===== src/design/bol_pkg.sv =====
`timescale 1ns / 1ps

package bol_pkg;

	localparam int CAPACITY = 16;

	localparam int WORD_W   = 32;
	localparam int KIND_W   = 2;
	localparam int STATUS_W = 2;
	localparam int OCC_W    = 5;

	localparam int IDX_W = $clog2(CAPACITY);
	localparam int CNT_W = $clog2(CAPACITY + 1);
	localparam int OFS_W = CNT_W + 1;

	localparam int QUEUE_DEPTH = 2;
	localparam int QP_W        = $clog2(QUEUE_DEPTH);
	localparam int QF_W        = $clog2(QUEUE_DEPTH + 1);

	localparam logic [KIND_W-1:0] KIND_PUSH_BACK  = 2'd0;
	localparam logic [KIND_W-1:0] KIND_PUSH_FRONT = 2'd1;
	localparam logic [KIND_W-1:0] KIND_REMOVE     = 2'd2;
	localparam logic [KIND_W-1:0] KIND_READ_OUT   = 2'd3;

	typedef enum logic [1:0] {
		OP_PUSH_BACK,
		OP_PUSH_FRONT,
		OP_REMOVE,
		OP_READ_OUT
	} op_t;

	typedef enum logic [STATUS_W-1:0] {
		ST_OK       = 2'd0,
		ST_FULL     = 2'd1,
		ST_NO_MATCH = 2'd2,
		ST_EMPTY    = 2'd3
	} status_t;

	typedef enum logic [2:0] {
		BK_IDLE,
		BK_SCAN,
		BK_SHIFT,
		BK_READ,
		BK_FIN
	} back_state_t;

	typedef struct packed {
		op_t                      op;
		logic signed [WORD_W-1:0] value;
	} item_t;

	typedef struct packed {
		logic  valid;
		item_t item;
	} queue_t;

	// physical slot of a logical position in the circular store
	function automatic logic [IDX_W-1:0] phys_idx(input logic [IDX_W-1:0] head,
			input logic [OFS_W-1:0] ofs);
		logic [OFS_W-1:0] s;
		s = OFS_W'(head) + ofs;
		if (s >= OFS_W'(CAPACITY)) begin
			s = s - OFS_W'(CAPACITY);
		end
		return s[IDX_W-1:0];
	endfunction

	function automatic logic [IDX_W-1:0] prev_idx(input logic [IDX_W-1:0] p);
		logic [IDX_W-1:0] r;
		if (p == '0) begin
			r = IDX_W'(CAPACITY - 1);
		end else begin
			r = p - IDX_W'(1);
		end
		return r;
	endfunction

	function automatic logic [OCC_W-1:0] to_occ(input logic [CNT_W-1:0] c);
		logic [31:0] w;
		w = 32'(c);
		return w[OCC_W-1:0];
	endfunction

endpackage


===== src/design/bol_req_if.sv =====
`timescale 1ns / 1ps

interface bol_req_if;
	import bol_pkg::*;

	logic                     valid;
	logic                     ready;
	logic [KIND_W-1:0]        kind;
	logic signed [WORD_W-1:0] value;

	modport source (output valid, kind, value, input ready);
	modport sink (input valid, kind, value, output ready);

endinterface


===== src/design/bol_rsp_if.sv =====
`timescale 1ns / 1ps

interface bol_rsp_if;
	import bol_pkg::*;

	logic                     valid;
	logic                     ready;
	logic [STATUS_W-1:0]      status;
	logic signed [WORD_W-1:0] element;
	logic                     last;
	logic [OCC_W-1:0]         occupancy;

	modport source (output valid, status, element, last, occupancy, input ready);
	modport sink (input valid, status, element, last, occupancy, output ready);

endinterface


===== src/design/bol_front.sv =====
`timescale 1ns / 1ps

module bol_front (
	input  logic            clk,
	input  logic            arst_n,
	bol_req_if.sink         req,
	output bol_pkg::queue_t q,
	input  logic            pop
);
	import bol_pkg::*;

	item_t             fifo_q [QUEUE_DEPTH];
	logic [QP_W-1:0]   wr_ptr_q;
	logic [QP_W-1:0]   rd_ptr_q;
	logic [QF_W-1:0]   fill_q;
	logic              push;
	logic              do_pop;
	item_t             new_item;

	always_comb begin
		new_item.value = req.value;
		case (req.kind)
			KIND_PUSH_BACK:  new_item.op = OP_PUSH_BACK;
			KIND_PUSH_FRONT: new_item.op = OP_PUSH_FRONT;
			KIND_REMOVE:     new_item.op = OP_REMOVE;
			KIND_READ_OUT:   new_item.op = OP_READ_OUT;
			default:         new_item.op = OP_READ_OUT;
		endcase
	end

	assign req.ready = (fill_q != QF_W'(QUEUE_DEPTH));
	assign push      = req.valid && req.ready;
	assign do_pop    = pop && (fill_q != '0);

	assign q.valid = (fill_q != '0);
	assign q.item  = fifo_q[rd_ptr_q];

	always_ff @(posedge clk) begin
		if (push) begin
			fifo_q[wr_ptr_q] <= new_item;
		end
	end

	always_ff @(posedge clk or negedge arst_n) begin
		if (!arst_n) begin
			wr_ptr_q <= '0;
			rd_ptr_q <= '0;
			fill_q   <= '0;
		end else begin
			if (push) begin
				wr_ptr_q <= (wr_ptr_q == QP_W'(QUEUE_DEPTH - 1)) ? '0 : wr_ptr_q + QP_W'(1);
			end
			if (do_pop) begin
				rd_ptr_q <= (rd_ptr_q == QP_W'(QUEUE_DEPTH - 1)) ? '0 : rd_ptr_q + QP_W'(1);
			end
			if (push && !do_pop) begin
				fill_q <= fill_q + QF_W'(1);
			end else if (do_pop && !push) begin
				fill_q <= fill_q - QF_W'(1);
			end
		end
	end

endmodule


===== src/design/bol_back.sv =====
`timescale 1ns / 1ps

module bol_back (
	input  logic            clk,
	input  logic            arst_n,
	input  bol_pkg::queue_t q,
	output logic            pop,
	bol_rsp_if.source       rsp
);
	import bol_pkg::*;

	logic signed [WORD_W-1:0] mem [CAPACITY];
	logic signed [WORD_W-1:0] rdata_q;

	back_state_t              state_q, state_d;
	logic [IDX_W-1:0]         head_q, head_d;
	logic [CNT_W-1:0]         count_q, count_d;
	logic [IDX_W-1:0]         idx_q, idx_d;
	logic signed [WORD_W-1:0] val_q;
	status_t                  fin_status_q;
	logic                     fin_dec_q;

	logic                     fin_load;
	status_t                  fin_status;
	logic                     fin_dec;

	logic                     mem_we;
	logic [IDX_W-1:0]         mem_waddr;
	logic signed [WORD_W-1:0] mem_wdata;
	logic [IDX_W-1:0]         mem_raddr;

	logic                     emit;
	status_t                  e_status;
	logic signed [WORD_W-1:0] e_element;
	logic                     e_last;

	logic                     rsp_valid_q;
	status_t                  rsp_status_q;
	logic signed [WORD_W-1:0] rsp_element_q;
	logic                     rsp_last_q;
	logic [OCC_W-1:0]         rsp_occ_q;

	logic                     out_free;
	logic                     full;
	logic                     empty;
	logic                     idx_last;
	logic                     shift_last;
	logic                     hit;

	assign out_free   = !rsp_valid_q || rsp.ready;
	assign full       = (count_q == CNT_W'(CAPACITY));
	assign empty      = (count_q == '0);
	assign idx_last   = (CNT_W'(idx_q) + CNT_W'(1) == count_q);
	assign shift_last = (CNT_W'(idx_q) + CNT_W'(2) == count_q);
	assign hit        = (rdata_q == val_q);

	// next state
	always_comb begin
		state_d = state_q;
		case (state_q)
			BK_IDLE: begin
				if (q.valid && out_free) begin
					if (q.item.op == OP_REMOVE && !empty) begin
						state_d = BK_SCAN;
					end else if (q.item.op == OP_READ_OUT && !empty) begin
						state_d = BK_READ;
					end
				end
			end
			BK_SCAN: begin
				if (hit && !idx_last) begin
					state_d = BK_SHIFT;
				end else if (idx_last) begin
					state_d = BK_FIN;
				end
			end
			BK_SHIFT: begin
				if (shift_last) begin
					state_d = BK_FIN;
				end
			end
			BK_READ: begin
				if (out_free && idx_last) begin
					state_d = BK_IDLE;
				end
			end
			BK_FIN: begin
				if (out_free) begin
					state_d = BK_IDLE;
				end
			end
			default: state_d = BK_IDLE;
		endcase
	end

	// datapath control
	always_comb begin
		pop        = 1'b0;
		head_d     = head_q;
		count_d    = count_q;
		idx_d      = idx_q;
		fin_load   = 1'b0;
		fin_status = ST_OK;
		fin_dec    = 1'b0;
		mem_we     = 1'b0;
		mem_waddr  = head_q;
		mem_wdata  = q.item.value;
		mem_raddr  = head_q;
		emit       = 1'b0;
		e_status   = ST_OK;
		e_element  = '0;
		e_last     = 1'b1;
		case (state_q)
			BK_IDLE: begin
				if (q.valid && out_free) begin
					pop   = 1'b1;
					idx_d = '0;
					case (q.item.op)
						OP_PUSH_BACK: begin
							emit = 1'b1;
							if (full) begin
								e_status = ST_FULL;
							end else begin
								mem_we    = 1'b1;
								mem_waddr = phys_idx(head_q, OFS_W'(count_q));
								count_d   = count_q + CNT_W'(1);
							end
						end
						OP_PUSH_FRONT: begin
							emit = 1'b1;
							if (full) begin
								e_status = ST_FULL;
							end else begin
								head_d    = prev_idx(head_q);
								mem_we    = 1'b1;
								mem_waddr = head_d;
								count_d   = count_q + CNT_W'(1);
							end
						end
						OP_REMOVE: begin
							if (empty) begin
								emit     = 1'b1;
								e_status = ST_NO_MATCH;
							end
						end
						OP_READ_OUT: begin
							if (empty) begin
								emit     = 1'b1;
								e_status = ST_EMPTY;
							end
						end
						default: ;
					endcase
				end
			end
			BK_SCAN: begin
				// compare entry idx while the next one is fetched
				mem_raddr = phys_idx(head_q, OFS_W'(idx_q) + OFS_W'(1));
				if (idx_last) begin
					fin_load   = 1'b1;
					fin_status = hit ? ST_OK : ST_NO_MATCH;
					fin_dec    = hit;
				end else if (!hit) begin
					idx_d = idx_q + IDX_W'(1);
				end
			end
			BK_SHIFT: begin
				// close the gap: entry idx+1 moves down to idx
				mem_we    = 1'b1;
				mem_waddr = phys_idx(head_q, OFS_W'(idx_q));
				mem_wdata = rdata_q;
				mem_raddr = phys_idx(head_q, OFS_W'(idx_q) + OFS_W'(2));
				if (shift_last) begin
					fin_load   = 1'b1;
					fin_status = ST_OK;
					fin_dec    = 1'b1;
				end else begin
					idx_d = idx_q + IDX_W'(1);
				end
			end
			BK_READ: begin
				if (out_free) begin
					emit      = 1'b1;
					e_element = rdata_q;
					e_last    = idx_last;
					idx_d     = idx_q + IDX_W'(1);
					mem_raddr = phys_idx(head_q, OFS_W'(idx_q) + OFS_W'(1));
				end else begin
					mem_raddr = phys_idx(head_q, OFS_W'(idx_q));
				end
			end
			BK_FIN: begin
				if (out_free) begin
					emit     = 1'b1;
					e_status = fin_status_q;
					if (fin_dec_q) begin
						count_d = count_q - CNT_W'(1);
					end
				end
			end
			default: ;
		endcase
	end

	always_ff @(posedge clk) begin
		if (mem_we) begin
			mem[mem_waddr] <= mem_wdata;
		end
		rdata_q <= mem[mem_raddr];
	end

	always_ff @(posedge clk or negedge arst_n) begin
		if (!arst_n) begin
			state_q      <= BK_IDLE;
			head_q       <= '0;
			count_q      <= '0;
			idx_q        <= '0;
			fin_status_q <= ST_OK;
			fin_dec_q    <= 1'b0;
			rsp_valid_q  <= 1'b0;
		end else begin
			state_q <= state_d;
			head_q  <= head_d;
			count_q <= count_d;
			idx_q   <= idx_d;
			if (fin_load) begin
				fin_status_q <= fin_status;
				fin_dec_q    <= fin_dec;
			end
			if (emit) begin
				rsp_valid_q <= 1'b1;
			end else if (rsp.ready) begin
				rsp_valid_q <= 1'b0;
			end
		end
	end

	always_ff @(posedge clk) begin
		if (pop) begin
			val_q <= q.item.value;
		end
		if (emit) begin
			rsp_status_q  <= e_status;
			rsp_element_q <= e_element;
			rsp_last_q    <= e_last;
			rsp_occ_q     <= to_occ(count_d);
		end
	end

	assign rsp.valid     = rsp_valid_q;
	assign rsp.status    = rsp_status_q;
	assign rsp.element   = rsp_element_q;
	assign rsp.last      = rsp_last_q;
	assign rsp.occupancy = rsp_occ_q;

endmodule


===== src/design/bounded_ordered_list_core.sv =====
`timescale 1ns / 1ps

// Ordered list of up to CAPACITY signed words kept in a circular store with one read and
// one write port, a head pointer and a count; the list is empty after reset. Each req item
// carries one operation and gives one rsp item, except a read out of a non-empty list,
// which gives one rsp per entry front to back with last set on the final one. A two-entry
// queue separates the front, which takes and decodes requests, from the back, which runs
// them. Push back and push front finish in the back's idle state. Read out walks the
// entries front to back. Remove compares one entry at a time until the match, then moves
// each later entry down to close the gap, then reports. The store's single read port is
// walked one entry per cycle; a stalled rsp side holds the back in place.
module bounded_ordered_list_core (
	input  logic      clk,
	input  logic      arst_n,
	bol_req_if.sink   req,
	bol_rsp_if.source rsp
);
	import bol_pkg::*;

	queue_t q;
	logic   pop;

	bol_front u_front (
		.clk    (clk),
		.arst_n (arst_n),
		.req    (req),
		.q      (q),
		.pop    (pop)
	);

	bol_back u_back (
		.clk    (clk),
		.arst_n (arst_n),
		.q      (q),
		.pop    (pop),
		.rsp    (rsp)
	);

`ifndef ASSERT_OFF
	// back only takes from the queue when something is there
	a_pop_has_item: assert property (@(posedge clk) disable iff (!arst_n)
		pop |-> q.valid)
		else $error("pop with empty queue");

	// a queued item stays until the back takes it
	a_queue_holds: assert property (@(posedge clk) disable iff (!arst_n)
		q.valid && !pop |=> q.valid)
		else $error("queued item lost");

	// only read out results carry an entry; error results end the item
	a_error_result: assert property (@(posedge clk) disable iff (!arst_n)
		rsp.valid && rsp.status != ST_OK |-> rsp.element == '0 && rsp.last)
		else $error("error result with element or without last");
`endif

endmodule

===== src/flat_wrapper.sv =====
// flat-port wrapper written by rule: the top's interface ports become plain ports
module bounded_ordered_list_core_flat import bol_pkg::*;
  (clk, arst_n, req_valid, req_kind, req_value, req_ready, rsp_valid, rsp_status, rsp_element, rsp_last, rsp_occupancy, rsp_ready);
  bol_req_if req_i ();
  bol_rsp_if rsp_i ();
  input  logic clk;
  input  logic arst_n;
  input wire logic [$bits(req_i.valid)-1:0] req_valid;
  input wire logic [$bits(req_i.kind)-1:0] req_kind;
  input wire logic [$bits(req_i.value)-1:0] req_value;
  output wire logic [$bits(req_i.ready)-1:0] req_ready;
  output wire logic [$bits(rsp_i.valid)-1:0] rsp_valid;
  output wire logic [$bits(rsp_i.status)-1:0] rsp_status;
  output wire logic [$bits(rsp_i.element)-1:0] rsp_element;
  output wire logic [$bits(rsp_i.last)-1:0] rsp_last;
  output wire logic [$bits(rsp_i.occupancy)-1:0] rsp_occupancy;
  input wire logic [$bits(rsp_i.ready)-1:0] rsp_ready;
  assign req_i.valid = req_valid;
  assign req_i.kind = req_kind;
  assign req_i.value = req_value;
  assign req_ready = req_i.ready;
  assign rsp_valid = rsp_i.valid;
  assign rsp_status = rsp_i.status;
  assign rsp_element = rsp_i.element;
  assign rsp_last = rsp_i.last;
  assign rsp_occupancy = rsp_i.occupancy;
  assign rsp_i.ready = rsp_ready;
  bounded_ordered_list_core u_core (.clk(clk), .arst_n(arst_n), .req(req_i), .rsp(rsp_i));
endmodule

===== config.mk =====
export PLATFORM = sky130hd
export DESIGN_NAME = bounded_ordered_list_core_flat
export DESIGN_NICKNAME = d
export VERILOG_FILES = /design/src/design/bol_pkg.sv /design/src/design/bol_req_if.sv /design/src/design/bol_rsp_if.sv /design/src/design/bol_front.sv /design/src/design/bol_back.sv /design/src/design/bounded_ordered_list_core.sv /design/src/flat_wrapper.sv
export SDC_FILE = /design/constraint.sdc
export NUM_CORES = 1
export LEC_CHECK = 0
export ABC_AREA = 1
export BUFFER_PORTS_ARGS = -buffer_cell sky130_fd_sc_hd__buf_2
export CAP_MARGIN = 20
export CORE_MARGIN = 10
export CORE_UTILIZATION = 25
export DETAILED_ROUTE_END_ITERATION = 8
export HOLD_SLACK_MARGIN = 0.05
export PLACE_DENSITY_LB_ADDON = 0.25
export RECOVER_POWER = 50
export SYNTH_ARGS = -nofsm -noshare
export SYNTH_HDL_FRONTEND = slang
export SYNTH_HIERARCHICAL = 1
export SYNTH_SLANG_ARGS = --single-unit

===== constraint.sdc =====
create_clock -name clk -period 9 [get_ports clk]
set_input_delay 0.45 -clock clk [delete_from_list [all_inputs] [get_ports clk]]
set_output_delay 0.45 -clock clk [all_outputs]
set_load 0.02 [all_outputs]

==> flow_summary.html, run 1 <==
<table>
<tr><th>Metric</th><th>Value</th></tr>
<tr><th colspan="2">Outcome</th></tr>
<tr><td>Status</td><td>complete, but fails checks</td></tr>
<tr><td>Failing checks</td><td>max-capacitance violations, max-slew violations</td></tr>
<tr><th colspan="2">Flow run</th></tr>
<tr><td>Max-cap check violation count</td><td>5</td></tr>
<tr><th colspan="2">Clock network</th></tr>
<tr><td>Bufs on Longest Clock Path</td><td>3</td></tr>
<tr><td>Sink Count</td><td>around 700</td></tr>
<tr><td>TritonCTS clock tree</td><td>yes</td></tr>
<tr><td>CTS root buf</td><td>clkbuf_16</td></tr>
<tr><td>Postcts setup bufs</td><td>0</td></tr>
<tr><td>Maximum level of the CTS H-tree</td><td>3</td></tr>
<tr><td>Clock transition time at the flip-flop clock pins of the worst setup and hold paths</td><td>0.06 ns</td></tr>
<tr><td>Num CTS Buffers</td><td>74</td></tr>
<tr><td>Worst-skew pair later-pin latency</td><td>between 0.6 and 0.7 ns</td></tr>
<tr><th colspan="2">Drt</th></tr>
<tr><td>Routed wire length</td><td>87.27 mm</td></tr>
<tr><td>Number of routed nets with antenna violations</td><td>0</td></tr>
<tr><td>DRT Pass-1 Iters</td><td>5</td></tr>
<tr><td>Via count of the routed design</td><td>20610</td></tr>
<tr><td>Initial drt markers</td><td>between 1500 and 2000</td></tr>
<tr><td>Drt via density</td><td>4.212</td></tr>
<tr><td>Routed length per instance</td><td>17.84 microns</td></tr>
<tr><td>Total DRC errors in the routed layout</td><td>0</td></tr>
<tr><th colspan="2">Critical path</th></tr>
<tr><td>Cell with the largest stage delay on the worst path</td><td>clkbuf_1</td></tr>
<tr><td>WP buf/inv</td><td>3</td></tr>
<tr><td>Cell repeated most along the worst path</td><td>nand2_1</td></tr>
<tr><td>Worst path max stage delay</td><td>between 1 and 1.5 ns</td></tr>
<tr><td>Signal arrival time at the worst endpoint</td><td>5.38 ns</td></tr>
<tr><td>Crit path capture type</td><td>register</td></tr>
<tr><td>Chain of cells forming the critical path</td><td>clkbuf_1, inv_8, nand2_1, nand2_1, nor2_1, nand3_1, nand2_1, nand2_1, nand2_1, nand3_1, nor2_4, buf_4</td></tr>
<tr><td>Largest driver fanout on the critical path</td><td>36</td></tr>
<tr><td>Largest delay share family, worst path</td><td>buffers and inverters</td></tr>
<tr><td>Kind of start point of the critical path</td><td>register</td></tr>
<tr><td>Critical setup path kind</td><td>register to register</td></tr>
<tr><td>CP Data Required Time</td><td>9.25 ns</td></tr>
<tr><th colspan="2">Floorplan</th></tr>
<tr><td>Number of top-level design ports</td><td>80</td></tr>
<tr><td>Area of the die</td><td>138900 sq um</td></tr>
<tr><td>Standard cell core area</td><td>123600 sq um</td></tr>
<tr><td>Die Span X</td><td>372.6 microns</td></tr>
<tr><td>Initial Utilization</td><td>0.2514</td></tr>
<tr><td>Row cnt</td><td>roughly 130</td></tr>
<tr><td>Height of the chip</td><td>372.6 microns</td></tr>
<tr><th colspan="2">STA</th></tr>
<tr><td>Unrepaired setup endpoints after global routing</td><td>false</td></tr>
<tr><td>Transition time of the tightest slew-check pin</td><td>slightly above 3 ns</td></tr>
<tr><td>Achievable Freq</td><td>just under 0.2 GHz</td></tr>
<tr><td>Max-slew violation total from the final report</td><td>169</td></tr>
<tr><td>Worst slew margin relative to its limit</td><td>-1.021</td></tr>
<tr><td>Worst Hold Slack</td><td>between 0.2 and 0.25 ns</td></tr>
<tr><td>Min Clock Period, post-route</td><td>5.137 ns</td></tr>
<tr><td>Final setup viols</td><td>0</td></tr>
<tr><td>Clock skew after layout</td><td>0.02211 ns</td></tr>
<tr><td>Post-route clock period utilization</td><td>0.5707</td></tr>
<tr><td>TNS Setup</td><td>0 ns</td></tr>
<tr><td>Total count of hold-check failures in the final report</td><td>0</td></tr>
<tr><th colspan="2">Global routing</th></tr>
<tr><td>GR Util All Layers</td><td>0.1209</td></tr>
<tr><td>Residual overflow from global routing</td><td>0</td></tr>
<tr><td>Number of antenna violations at the first check in global routing</td><td>1</td></tr>
<tr><td>Vias in the first global route</td><td>19420</td></tr>
<tr><td>Largest net degree at the start of global routing</td><td>207</td></tr>
<tr><td>First-pass GRT wire length</td><td>129.6 mm</td></tr>
<tr><th colspan="2">Cells and area</th></tr>
<tr><td>Count of non-filler cells in the finished layout</td><td>4893</td></tr>
<tr><td>Most frequent cells in the layout</td><td>nand2_1 (1015), edfxtp_1 (652), inv_1 (505)</td></tr>
<tr><td>ANT cells</td><td>0</td></tr>
<tr><td>Share of final-layout standard cells stronger than drive strength 1</td><td>0.05958</td></tr>
<tr><td>Relative area change from synthesis to final layout</td><td>16.05%</td></tr>
<tr><td>Layout net count</td><td>3256</td></tr>
<tr><td>Most common library cell in the layout ignoring fill and taps</td><td>nand2_1</td></tr>
<tr><th colspan="2">Placement</th></tr>
<tr><td>Number of buffers inserted by port buffering</td><td>79</td></tr>
<tr><td># placed instances</td><td>between 4000 and 5000</td></tr>
<tr><td>RePlAce Congestion</td><td>0.7872</td></tr>
<tr><td>Estimated wirelength of the detail-placed design</td><td>46.09 mm</td></tr>
<tr><th colspan="2">Synth</th></tr>
<tr><td>Syn_area_per_cell</td><td>10.13 sq um</td></tr>
<tr><td>Number of register bits inferred by synthesis</td><td>707</td></tr>
<tr><td>Share of synthesized flip-flops with an asynchronous set or reset</td><td>0.03253</td></tr>
<tr><td>Count of different cell masters after synthesis</td><td>40</td></tr>
<tr><td>Predominant post-synthesis flop cell</td><td>edfxtp_1</td></tr>
<tr><td>Cell count after synthesis</td><td>3070</td></tr>
<tr><td>Synthesized area</td><td>approximately 31000 sq um</td></tr>
<tr><td>Most area-hungry cell type in the Yosys netlist</td><td>edfxtp_1</td></tr>
<tr><td>Post-synth EDFFs</td><td>652</td></tr>
<tr><td>Synth area leaders</td><td>edfxtp_1 (63%), nand2_1 (12%), nand3_1 (6.9%), inv_1 (6.1%), dfxtp_1 (2.1%)</td></tr>
<tr><td>Sequential element share of the synthesized area</td><td>0.6689</td></tr>
<tr><td>Number of nets produced by synthesis</td><td>3128</td></tr>
<tr><td>Top cell type's share of synthesized area</td><td>0.6298</td></tr>
<tr><td>Number of warnings reported in the yosys synthesis log</td><td>6</td></tr>
<tr><th colspan="2">Pwr</th></tr>
<tr><td>NetSw</td><td>between 6 and 7 mW</td></tr>
<tr><td>Worst vdd rail ir drop</td><td>0.4662 mV</td></tr>
<tr><td>Combinational cell fraction of total power</td><td>0.455</td></tr>
<tr><td>Cell area power density</td><td>about 410 nW/um^2</td></tr>
<tr><td>Sequential fraction of design power</td><td>0.341</td></tr>
<tr><td>Power consumption</td><td>between 10 and 15 mW</td></tr>
<tr><td>Internal Pwr Total</td><td>8.299 mW</td></tr>
<tr><td>Switching fraction of total power</td><td>0.4430</td></tr>
<tr><td>Leakage power of the design</td><td>15.00 nW</td></tr>
<tr><td>Power share of the clock group</td><td>0.204</td></tr>
<tr><th colspan="2">Hold path</th></tr>
<tr><td>Hold Crit Class</td><td>input pin to register</td></tr>
</table>
[power by group through the flow]
stage | Clock [mW] | Combinational, mW | Sequential [mW]
global route | 3.24 | 7.59 | 5.15
global placement | 0 | 6.93 | 5.14
floorplan | 0 | 4.52 | 5.18
detailed placement | 0 | 6.94 | 5.14
CTS | 3.11 | 6.98 | 5.08
finish | 3.04 | 6.77 | 5.09
[timing repair]
action,CTS,global route
hold buffers,35,0
hold endpoints to repair,91,0
gates resized for setup,0,0
setup endpoints to repair,0,0
[cells in the mapped netlist (5+ instances only)]
cell type	instances
dfxtp_1	32
nand2_2	15
nor2_1	106
ha_1	16
nand4_1	13
edfxtp_1	652
a21oi_1	10
dfrtp_1	23
o21ai_0	54
buf_4	9
nor2_2	5
nand3_1	428
clkbuf_1	26
inv_1	504
nand2_1	1003
xor2_1	19
buf_2	86
xnor2_1	23
[final timing paths]
path	endpoint	depth (start not counted)	start	slack (ns)
worst min-delay path	u_core/u_front/wr_ptr_q	3	req_valid	0.25
worst max register to register	u_core/u_back/mem[1][17]	12	u_core/u_front/rd_ptr_q	3.86
worst min register to register	u_core/u_front/fill_q[0]	1	u_core/u_front/fill_q[0]	0.50
worst max-delay path	u_core/u_back/mem[1][17]	12	u_core/u_front/rd_ptr_q	3.86
min in group asynchronous	u_core/u_front/rd_ptr_q	2	arst_n	0.70
max in group asynchronous	u_core/u_back/head_q[3]	2	arst_n	7.46
[logic make-up after synthesis]
kind of cell | count (synthesis) | synth area share
adders and majority gates | 20 | 0.009016
buffers and inverters | 637 | 0.08327
DFF | 707 | 0.6689
AOI/OAI and AO/OA | 82 | 0.01445
and+or+nand+nor | 1582 | 0.2125
xor gates and xnor gates | 42 | 0.01183
[sequential cells by signal, indices dropped and copies added, names as in the netlist, 2 cells and up]
name	cells
u_core/u_back/rsp.status	2
u_core/u_back/state_q	3
u_core/u_front/fill_q	2
u_core/u_back/rsp.element	32
u_core/u_back/mem	512
u_core/u_back/count_q	5
u_core/u_front/fifo_q	68
u_core/u_back/rdata_q	32
u_core/u_back/head_q	4
u_core/u_back/rsp.occupancy	5
u_core/u_back/idx_q	4
u_core/u_back/val_q	32
[metrics by stage]
stage	util	area, sq um	setup slack, ns
final	0.2918	36080	3.863
after CTS	0.2936	36290	4.463
after detailed placement	0.2714	33560	4.477
after global routing	0.2918	36080	3.401
after floorplan	-	31090	5.227
after global placement	0.2714	33560	4.488
[layout make-up]
type                       instances  area [sq um]
inverter                         510          1924
fill                           13020         87560
tap                             1637          2048
clock inverter                    27         267.8
timing repair buffer             179          1074
sequential                       707         20790
multi-input combinational       1726          7850
clock buffer                     107          2117
[metal layers]
metal / up-vias / part of all wire / track usage
met4: 0 / 0.019 / 0.02992
li1: 10160 / - / -
met3: 105 / 0.038 / 0.01597
met1: 9956 / 0.48 / 0.1706
met5: - / 0 / 0
met2: 385 / 0.46 / 0.1945
[tightest hold or removal path, stage by stage]
cell and delay [ns]:
buf_2 0.10, nand2_1 0.18, xor2_1 0.10
(Power assumes the default switching activity.)
==> run 2, diff against run 1 <==
- ABC_AREA: 1 -> 0
- clock period: 9 -> 4.9 ns (I/O delays scaled with it)
==> run 2 against run 1 <==
  * The run still ends with max-capacitance violations, max-slew violations left
  * Clock skew up 0.0013 ns
  * Setup slack worse by 3.0 ns
  * Critical path depth down 3
  * First-iteration DRC count down 27%
  * Final cell count down 36%
  * Cell area down 7.7%
  * Count of clock-buffer cells in the layout down 7
  * Via count down 32%
  * Synthesized cell count down 54%
  * Hold slack better by 0.0038 ns
  * Die area down 8.5%
  * Global-route usage down 0.80 points
==> flow_summary.html, run 2 <==
<table>
<tr><th>Metric</th><th>Value</th></tr>
<tr><th colspan="2">Critical path</th></tr>
<tr><td>Kind of start point of the critical path</td><td>register (unchanged)</td></tr>
<tr><td>Signal arrival time at the worst endpoint</td><td>4.30 ns (was 5.38 ns)</td></tr>
<tr><td>Chain of cells forming the critical path</td><td>mux2_1, inv_1, and3_1, o21ai_0, o2bb2ai_1, a31oi_1, nand2_1, nor2_4, buf_4 (was clkbuf_1, inv_8, nand2_1, nand2_1, nor2_1, nand3_1, nand2_1, nand2_1, nand2_1, nand3_1, nor2_4, buf_4)</td></tr>
<tr><td>Launching instance or port of the critical path</td><td>u_core/u_front/rd_ptr_q (unchanged)</td></tr>
<tr><td>Cell with the largest stage delay on the worst path</td><td>dfrtp_1 (was clkbuf_1)</td></tr>
<tr><td>CP Data Required Time</td><td>5.20 ns (was 9.25 ns)</td></tr>
<tr><td>Worst path max stage delay</td><td>0.81 ns (was 1.45 ns)</td></tr>
<tr><td>Crit path capture type</td><td>register (unchanged)</td></tr>
<tr><td>Critical setup path kind</td><td>register to register (unchanged)</td></tr>
<tr><td>Largest driver fanout on the critical path</td><td>17 (was 36)</td></tr>
<tr><td>Reg2Reg Launch Point</td><td>u_core/u_front/rd_ptr_q (unchanged)</td></tr>
<tr><th colspan="2">Cells and area</th></tr>
<tr><td>Layout net count</td><td>1643 (was 3256)</td></tr>
<tr><td>Most common library cell in the layout ignoring fill and taps</td><td>edfxtp_1 (was nand2_1)</td></tr>
<tr><td>Top register by number of flip-flops</td><td>u_core/u_back/mem (unchanged)</td></tr>
<tr><td>Count of non-filler cells in the finished layout</td><td>3148 (was 4893)</td></tr>
<tr><td>Largest registers</td><td>u_core/u_back/mem (512), u_core/u_front/fifo_q (68) (unchanged)</td></tr>
<tr><td>Fraction of the core area covered by cells at the end of the flow</td><td>0.2960 (was 0.2918)</td></tr>
<tr><td>Share of final-layout standard cells stronger than drive strength 1</td><td>0.1913 (was 0.05958)</td></tr>
<tr><td>Flip-flop count of the largest register after layout</td><td>512 (unchanged)</td></tr>
<tr><td>Most frequent cells in the layout</td><td>edfxtp_1 (652), mux4_2 (128), mux2i_1 (100) (was nand2_1 (1015), edfxtp_1 (652), inv_1 (505))</td></tr>
<tr><td>Relative area change from synthesis to final layout</td><td>17.61% (was 16.05%)</td></tr>
<tr><th colspan="2">Synth</th></tr>
<tr><td>Synth area leaders</td><td>edfxtp_1 (69%), mux4_2 (10%), mux2i_1 (3.5%), dfxtp_1 (2.3%), dfrtp_1 (2.0%) (was edfxtp_1 (63%), nand2_1 (12%), nand3_1 (6.9%), inv_1 (6.1%), dfxtp_1 (2.1%))</td></tr>
<tr><td>Sequential element share of the synthesized area</td><td>0.7346 (was 0.6689)</td></tr>
<tr><td>Syn_area_per_cell</td><td>19.89 sq um (was 10.13 sq um)</td></tr>
<tr><td>Most used standard cell by instance count after synthesis</td><td>edfxtp_1 (was nand2_1)</td></tr>
<tr><td>Number of nets produced by synthesis</td><td>1481 (was 3128)</td></tr>
<tr><td>Post-synth EDFFs</td><td>652 (unchanged)</td></tr>
<tr><td>Synthesized area</td><td>28310 sq um (was 31090 sq um)</td></tr>
<tr><td>Most area-hungry cell type in the Yosys netlist</td><td>edfxtp_1 (unchanged)</td></tr>
<tr><td>Count of different cell masters after synthesis</td><td>72 (was 40)</td></tr>
<tr><td>Share of synthesized flip-flops with an asynchronous set or reset</td><td>0.03253 (unchanged)</td></tr>
<tr><td>Number of register bits inferred by synthesis</td><td>707 (unchanged)</td></tr>
<tr><td>Cell count after synthesis</td><td>1423 (was 3070)</td></tr>
<tr><td>Predominant post-synthesis flop cell</td><td>edfxtp_1 (unchanged)</td></tr>
<tr><td>Top cells by instance count after synthesis</td><td>edfxtp_1 (652), mux4_2 (128), mux2i_1 (100), xnor2_1 (49), nor2_1 (41) (was nand2_1 (1003), edfxtp_1 (652), inv_1 (504), nand3_1 (428), nor2_1 (106))</td></tr>
<tr><td>Number of warnings reported in the yosys synthesis log</td><td>6 (unchanged)</td></tr>
<tr><td>Top cell type's share of synthesized area</td><td>0.6916 (was 0.6298)</td></tr>
<tr><th colspan="2">Floorplan</th></tr>
<tr><td>Area of the die</td><td>127100 sq um (was 138900 sq um)</td></tr>
<tr><td>Standard cell core area</td><td>112500 sq um (was 123600 sq um)</td></tr>
<tr><td>Height of the chip</td><td>356.5 microns (was 372.6 microns)</td></tr>
<tr><td>Number of top-level design ports</td><td>80 (unchanged)</td></tr>
<tr><td>Row cnt</td><td>123 (was 129)</td></tr>
<tr><td>Initial Utilization</td><td>0.2516 (was 0.2514)</td></tr>
<tr><td>Die Span X</td><td>356.5 microns (was 372.6 microns)</td></tr>
<tr><th colspan="2">Clock network</th></tr>
<tr><td>CTS root buf</td><td>clkbuf_16 (unchanged)</td></tr>
<tr><td>Sink Count</td><td>707 (unchanged)</td></tr>
<tr><td>Maximum level of the CTS H-tree</td><td>3 (unchanged)</td></tr>
<tr><td>TritonCTS clock tree</td><td>yes (unchanged)</td></tr>
<tr><td>Worst-skew pair later-pin latency</td><td>0.63 ns (about the same)</td></tr>
<tr><td>Bufs on Longest Clock Path</td><td>3 (unchanged)</td></tr>
<tr><td>Num CTS Buffers</td><td>76 (was 74)</td></tr>
<tr><td>Clock transition time at the flip-flop clock pins of the worst setup and hold paths</td><td>0.06 ns (about the same)</td></tr>
<tr><td>Postcts setup bufs</td><td>0 (unchanged)</td></tr>
<tr><th colspan="2">Drt</th></tr>
<tr><td>Routed wire length</td><td>72.30 mm (was 87.27 mm)</td></tr>
<tr><td>Initial drt markers</td><td>1094 (was 1501)</td></tr>
<tr><td>Total DRC errors in the routed layout</td><td>0 (unchanged)</td></tr>
<tr><td>Via count of the routed design</td><td>13950 (was 20610)</td></tr>
<tr><td>Number of routed nets with antenna violations</td><td>0 (unchanged)</td></tr>
<tr><td>DRT Pass-1 Iters</td><td>7 (was 5)</td></tr>
<tr><td>Routed length per instance</td><td>22.97 microns (was 17.84 microns)</td></tr>
<tr><td>Drt via density</td><td>4.431 (was 4.212)</td></tr>
<tr><th colspan="2">STA</th></tr>
<tr><td>Total count of hold-check failures in the final report</td><td>0 (unchanged)</td></tr>
<tr><td>Min Clock Period, post-route</td><td>3.995 ns (was 5.137 ns)</td></tr>
<tr><td>Achievable Freq</td><td>0.2503 GHz (was 0.1947 GHz)</td></tr>
<tr><td>Max-slew violation total from the final report</td><td>87 (was 169)</td></tr>
<tr><td>Transition time of the tightest slew-check pin</td><td>2.728 ns (was 3.032 ns)</td></tr>
<tr><td>Worst slew margin relative to its limit</td><td>-0.8190 (was -1.021)</td></tr>
<tr><td>Unrepaired setup endpoints after global routing</td><td>false (unchanged)</td></tr>
<tr><td>Final setup viols</td><td>0 (unchanged)</td></tr>
<tr><td>Post-route clock period utilization</td><td>0.8154 (was 0.5707)</td></tr>
<tr><td>TNS Setup</td><td>0 ns (unchanged)</td></tr>
<tr><td>Clock skew after layout</td><td>0.02340 ns (was 0.02211 ns)</td></tr>
<tr><th colspan="2">Outcome</th></tr>
<tr><td>Status</td><td>complete, but fails checks (unchanged)</td></tr>
<tr><td>Failing checks</td><td>max-capacitance violations, max-slew violations (unchanged)</td></tr>
<tr><th colspan="2">Placement</th></tr>
<tr><td>Number of buffers inserted by port buffering</td><td>79 (unchanged)</td></tr>
<tr><td># placed instances</td><td>2971 (was 4720)</td></tr>
<tr><td>Estimated wirelength of the detail-placed design</td><td>43.80 mm (was 46.09 mm)</td></tr>
<tr><td>RePlAce Congestion</td><td>0.7636 (was 0.7872)</td></tr>
<tr><th colspan="2">Global routing</th></tr>
<tr><td>First-pass GRT wire length</td><td>105.9 mm (was 129.6 mm)</td></tr>
<tr><td>GR Util All Layers</td><td>0.1129 (was 0.1209)</td></tr>
<tr><td>Largest net degree at the start of global routing</td><td>71 (was 207)</td></tr>
<tr><td>Vias in the first global route</td><td>14850 (was 19420)</td></tr>
<tr><td>Number of antenna violations at the first check in global routing</td><td>1 (unchanged)</td></tr>
<tr><td>Residual overflow from global routing</td><td>0 (unchanged)</td></tr>
<tr><th colspan="2">Flow run</th></tr>
<tr><td>Max-cap check violation count</td><td>4 (was 5)</td></tr>
<tr><th colspan="2">Hold path</th></tr>
<tr><td>Beginning of the worst hold path</td><td>rsp_ready (was req_valid)</td></tr>
<tr><td>Hold Crit Class</td><td>input pin to register (unchanged)</td></tr>
</table>
## run 2: cell types whose count changed in the layout (fill, tap and decap cells not counted), sizes merged, moves of 27 or more
cell    before  now
and2         0   34
clkbuf     204  177
inv        511   23
mux2         0   67
mux2i        0  100
mux4         0  128
nand2     1020   35
nand3      428   10
nor2       112   43
o21ai       58   19
## run 2: path summary, 6_finish.rpt
path / to / cells past startpoint / slack (ns)
worst max-delay path: u_core/u_back/mem[1][22] / 9 / 0.90
worst min-delay path: u_core/u_back/rsp.status[1] / 3 / 0.25
worst max register to register: u_core/u_back/mem[1][22] / 9 / 0.90
worst min register to register: u_core/u_front/fill_q[1] / 1 / 0.50
max in group asynchronous: u_core/u_front/wr_ptr_q / 2 / 3.58
min in group asynchronous: u_core/u_back/count_q[1] / 2 / 0.49
## run 2: cell families after synthesis
group | after synthesis | share of synthesized area
AND/OR/NAND/NOR | 174 | 0.03174
buffers and inverters | 84 | 0.01781
adder cells (fa/ha/maj) | 20 | 0.009901
flip-flops | 707 | 0.7346
AO/OA/AOI/OAI | 89 | 0.02130
XOR/XNOR | 54 | 0.01697
multiplexers | 295 | 0.1677
## run 2: per-stage QoR
stage	instance area [sq um]	worst slack, ns	hold slack, ns
6_report	33290	0.9046	0.2500
3_3_place_gp	30780	1.149	0.2910
3_5_place_dp	30780	1.126	0.2903
5_1_grt	33290	0.5491	0.3049
2_1_floorplan	28310	1.034	-0.05059
4_1_cts	33510	1.108	0.1461
## run 2: repair_timing
| item | CTS | global route |
|---|---|---|
| hold buffers | 36 | 0 |
| gates resized for setup | 0 | 0 |
| hold endpoints to repair | 92 | 0 |
## run 2: cell type report
type,instances,area (sq um)
repair buffers,150,1089
clock inverters,40,286.5
multi-input cells,632,7094
well taps,1500,1877
flip-flops and latches,707,20790
clock buffers,100,2083
diodes,1,2.502
fillers,11020,79200
inverters,18,67.56
## run 2: per-layer routing
layer / vias up / global-route usage / part of all wire
li1: 6065 / - / -
met1: 7456 / 0.1553 / 0.47
met2: 340 / 0.1777 / 0.47
met3: 89 / 0.02420 / 0.048
met4: 0 / 0.03321 / 0.021
met5: - / 0 / 0
## run 2: critical path, delay by kind of cell (launching register included)
family	cells	cell delay, ns
compound gates	3	0.62
buf+inv	2	0.58
flops	1	0.81
mux	1	0.48
simple gates	3	1.17
Power of run 2 is not shown: default switching activity piles up to over one toggle a cycle in this logic, so the estimate is an artifact.
==> run 3, diff against run 2 <==
- clock period: 4.9 -> 3.9 ns (I/O delays scaled with it)
==> run 3 against run 2 <==
  * Cell area grew 0.50%
  * Core utilization increased by 0.15 points
  * Critical endpoint is now u_core/u_back/rdata_q[14]
  * Sequential share of layout area shrank 0.31 points
  * Hold slack got worse by 0.0051 ns
  * Final cell count grew 0.48%
  * The flow still finishes with violations (max-capacitance violations, max-slew violations)
  * Setup slack worse by 0.49 ns
  * Clock skew down 0.0038 ns
  * Count of clock-buffer cells in the layout grew 13
  * Non-clock buffer count is 19 higher
  * Fmax increased by 14%
  * First-iteration DRC count up 8.0%
==> flow_summary.html, run 3 (synthesis gave the netlist of run 2 again) <==
<table>
<tr><th>Metric</th><th>Value</th></tr>
<tr><th colspan="2">Outcome</th></tr>
<tr><td>Status</td><td>complete, but fails checks (unchanged)</td></tr>
<tr><td>Failing checks</td><td>max-capacitance violations, max-slew violations (unchanged)</td></tr>
<tr><th colspan="2">Drt</th></tr>
<tr><td>Number of routed nets with antenna violations</td><td>0 (unchanged)</td></tr>
<tr><td>Via count of the routed design</td><td>13980 (was 13950)</td></tr>
<tr><td>Drt via density</td><td>4.419 (was 4.431)</td></tr>
<tr><td>DRT Pass-1 Iters</td><td>6 (was 7)</td></tr>
<tr><td>Total DRC errors in the routed layout</td><td>0 (unchanged)</td></tr>
<tr><td>Routed length per instance</td><td>22.82 microns (was 22.97 microns)</td></tr>
<tr><td>Routed wire length</td><td>72.18 mm (was 72.30 mm)</td></tr>
<tr><td>Initial drt markers</td><td>1182 (was 1094)</td></tr>
<tr><th colspan="2">Floorplan</th></tr>
<tr><td>Row cnt</td><td>123 (unchanged)</td></tr>
<tr><td>Height of the chip</td><td>356.5 microns (unchanged)</td></tr>
<tr><td>Area of the die</td><td>127100 sq um (unchanged)</td></tr>
<tr><td>Number of top-level design ports</td><td>80 (unchanged)</td></tr>
<tr><td>Initial Utilization</td><td>0.2516 (unchanged)</td></tr>
<tr><td>Die Span X</td><td>356.5 microns (unchanged)</td></tr>
<tr><td>Standard cell core area</td><td>112500 sq um (unchanged)</td></tr>
<tr><th colspan="2">Critical path</th></tr>
<tr><td>Critical setup path kind</td><td>register to register (unchanged)</td></tr>
<tr><td>Kind of start point of the critical path</td><td>register (unchanged)</td></tr>
<tr><td>CP Data Required Time</td><td>4.43 ns (was 5.20 ns)</td></tr>
<tr><td>Largest driver fanout on the critical path</td><td>32 (was 17)</td></tr>
<tr><td>Crit path capture type</td><td>register (unchanged)</td></tr>
<tr><td>Signal arrival time at the worst endpoint</td><td>4.02 ns (was 4.30 ns)</td></tr>
<tr><th colspan="2">STA</th></tr>
<tr><td>Final setup viols</td><td>0 (unchanged)</td></tr>
<tr><td>Total count of hold-check failures in the final report</td><td>0 (unchanged)</td></tr>
<tr><td>Unrepaired setup endpoints after global routing</td><td>false (unchanged)</td></tr>
<tr><td>Worst slew margin relative to its limit</td><td>-0.1620 (was -0.8190)</td></tr>
<tr><td>TNS Setup</td><td>0 ns (unchanged)</td></tr>
<tr><td>Post-route clock period utilization</td><td>0.8949 (was 0.8154)</td></tr>
<tr><td>Achievable Freq</td><td>0.2865 GHz (was 0.2503 GHz)</td></tr>
<tr><td>Clock skew after layout</td><td>0.01964 ns (was 0.02340 ns)</td></tr>
<tr><td>Transition time of the tightest slew-check pin</td><td>1.743 ns (was 2.728 ns)</td></tr>
<tr><td>Min Clock Period, post-route</td><td>3.490 ns (was 3.995 ns)</td></tr>
<tr><td>Worst Hold Slack</td><td>0.2448 ns (was 0.2500 ns)</td></tr>
<tr><td>Max-slew violation total from the final report</td><td>92 (was 87)</td></tr>
<tr><th colspan="2">Clock network</th></tr>
<tr><td>Maximum level of the CTS H-tree</td><td>3 (unchanged)</td></tr>
<tr><td>Bufs on Longest Clock Path</td><td>3 (unchanged)</td></tr>
<tr><td>Clock transition time at the flip-flop clock pins of the worst setup and hold paths</td><td>0.06 ns (about the same)</td></tr>
<tr><td>CTS root buf</td><td>clkbuf_16 (unchanged)</td></tr>
<tr><td>Post-CTS sizing</td><td>0 (unchanged)</td></tr>
<tr><td>Worst-skew pair later-pin latency</td><td>0.62 ns (was 0.63 ns)</td></tr>
<tr><td>TritonCTS clock tree</td><td>yes (unchanged)</td></tr>
<tr><td>Num CTS Buffers</td><td>75 (was 76)</td></tr>
<tr><td>Sink Count</td><td>707 (unchanged)</td></tr>
<tr><th colspan="2">Hold path</th></tr>
<tr><td>Hold Crit Class</td><td>input pin to register (unchanged)</td></tr>
<tr><th colspan="2">Placement</th></tr>
<tr><td>Number of buffers inserted by port buffering</td><td>79 (unchanged)</td></tr>
<tr><td>RePlAce Congestion</td><td>0.7773 (was 0.7636)</td></tr>
<tr><td>Estimated wirelength of the detail-placed design</td><td>42.73 mm (was 43.80 mm)</td></tr>
<tr><td># placed instances</td><td>2990 (was 2971)</td></tr>
<tr><th colspan="2">Global routing</th></tr>
<tr><td>Vias in the first global route</td><td>14920 (was 14850)</td></tr>
<tr><td>Number of antenna violations at the first check in global routing</td><td>2 (was 1)</td></tr>
<tr><td>GR Util All Layers</td><td>0.1130 (was 0.1129)</td></tr>
<tr><td>Largest net degree at the start of global routing</td><td>45 (was 71)</td></tr>
<tr><td>First-pass GRT wire length</td><td>105.6 mm (was 105.9 mm)</td></tr>
<tr><td>Residual overflow from global routing</td><td>0 (unchanged)</td></tr>
<tr><th colspan="2">Cells and area</th></tr>
<tr><td>Relative area change from synthesis to final layout</td><td>18.20% (was 17.61%)</td></tr>
<tr><td>Most frequent cells in the layout</td><td>edfxtp_1 (652), mux4_2 (128), clkbuf_1 (100), mux2i_1 (100), clkbuf_16 (76) (was edfxtp_1 (652), mux4_2 (128), mux2i_1 (100))</td></tr>
<tr><td>Layout net count</td><td>1661 (was 1643)</td></tr>
<tr><td>Flip-flop count of the largest register after layout</td><td>512 (unchanged)</td></tr>
<tr><td>Most common library cell in the layout ignoring fill and taps</td><td>edfxtp_1 (unchanged)</td></tr>
<tr><td>Share of final-layout standard cells stronger than drive strength 1</td><td>0.1955 (was 0.1913)</td></tr>
<tr><td>Top register by number of flip-flops</td><td>u_core/u_back/mem (unchanged)</td></tr>
<tr><td>Count of non-filler cells in the finished layout</td><td>3163 (was 3148)</td></tr>
<tr><td>Largest registers</td><td>u_core/u_back/mem (512), u_core/u_front/fifo_q (68) (unchanged)</td></tr>
<tr><td>Fraction of the core area covered by cells at the end of the flow</td><td>0.2974 (was 0.2960)</td></tr>
<tr><th colspan="2">Flow run</th></tr>
<tr><td>Max-cap check violation count</td><td>3 (was 4)</td></tr>
</table>
-- run 3: repair_timing --
item                                   CTS  global route
setup endpoints to repair                0             0
endpoints found under the hold margin   92             0
setup buffers                            0             0
hold buffers                            36             0
-- run 3: critical path: stages, from the launching register on --
cell and delay, ns:
dfrtp_1 0.53, inv_1 0.22, ha_1 0.35, inv_1 0.05, ha_1 0.21, fa_1 0.43
xnor2_1 0.20, xnor2_1 0.14, a21oi_1 0.09, a211oi_2 0.38, xor2_4 0.19, buf_12 0.33
mux2i_1 0.26
-- run 3: worst paths after layout --
path | from | endpoint | slack [ns] | cells past startpoint
worst max-delay path | u_core/u_back/head_q[1] | u_core/u_back/rdata_q[14] | 0.41 | 12
worst min-delay path | rsp_ready | u_core/u_back/rsp.status[1] | 0.24 | 4
worst max register to register | u_core/u_back/head_q[1] | u_core/u_back/rdata_q[14] | 0.41 | 12
worst min register to register | u_core/u_front/fill_q[1] | u_core/u_front/fill_q[1] | 0.51 | 1
max in group asynchronous | arst_n | u_core/u_front/rd_ptr_q | 2.51 | 2
min in group asynchronous | arst_n | u_core/u_back/count_q[2] | 0.46 | 2
-- run 3: area by class of cell --
cell class / instances / area, sq um
clock inverter: 23 / 148.9
sequential: 707 / 20800
multi-input combinational: 632 / 7101
fill: 11020 / 79040
clock buffer: 113 / 2161
timing repair buffer: 169 / 1308
antenna: 1 / 2.502
tap: 1500 / 1877
inverter: 18 / 67.56
-- run 3: through the flow --
stage,instance area [sq um],worst slack [ns]
floorplan,28310,0.03423
CTS,33680,0.3938
global placement,31010,0.4111
global route,33460,0.1356
detailed placement,31010,0.4252
finish,33460,0.4101
-- run 3: routing by layer --
metal	global-route usage	share of wire	vias up
li1	-	-	6088
met1	0.1585	0.47	7463
met2	0.1770	0.46	334
met3	0.02272	0.049	93
met4	0.02972	0.022	0
met5	0	0	-
Power of run 3 is left out for the same reason.
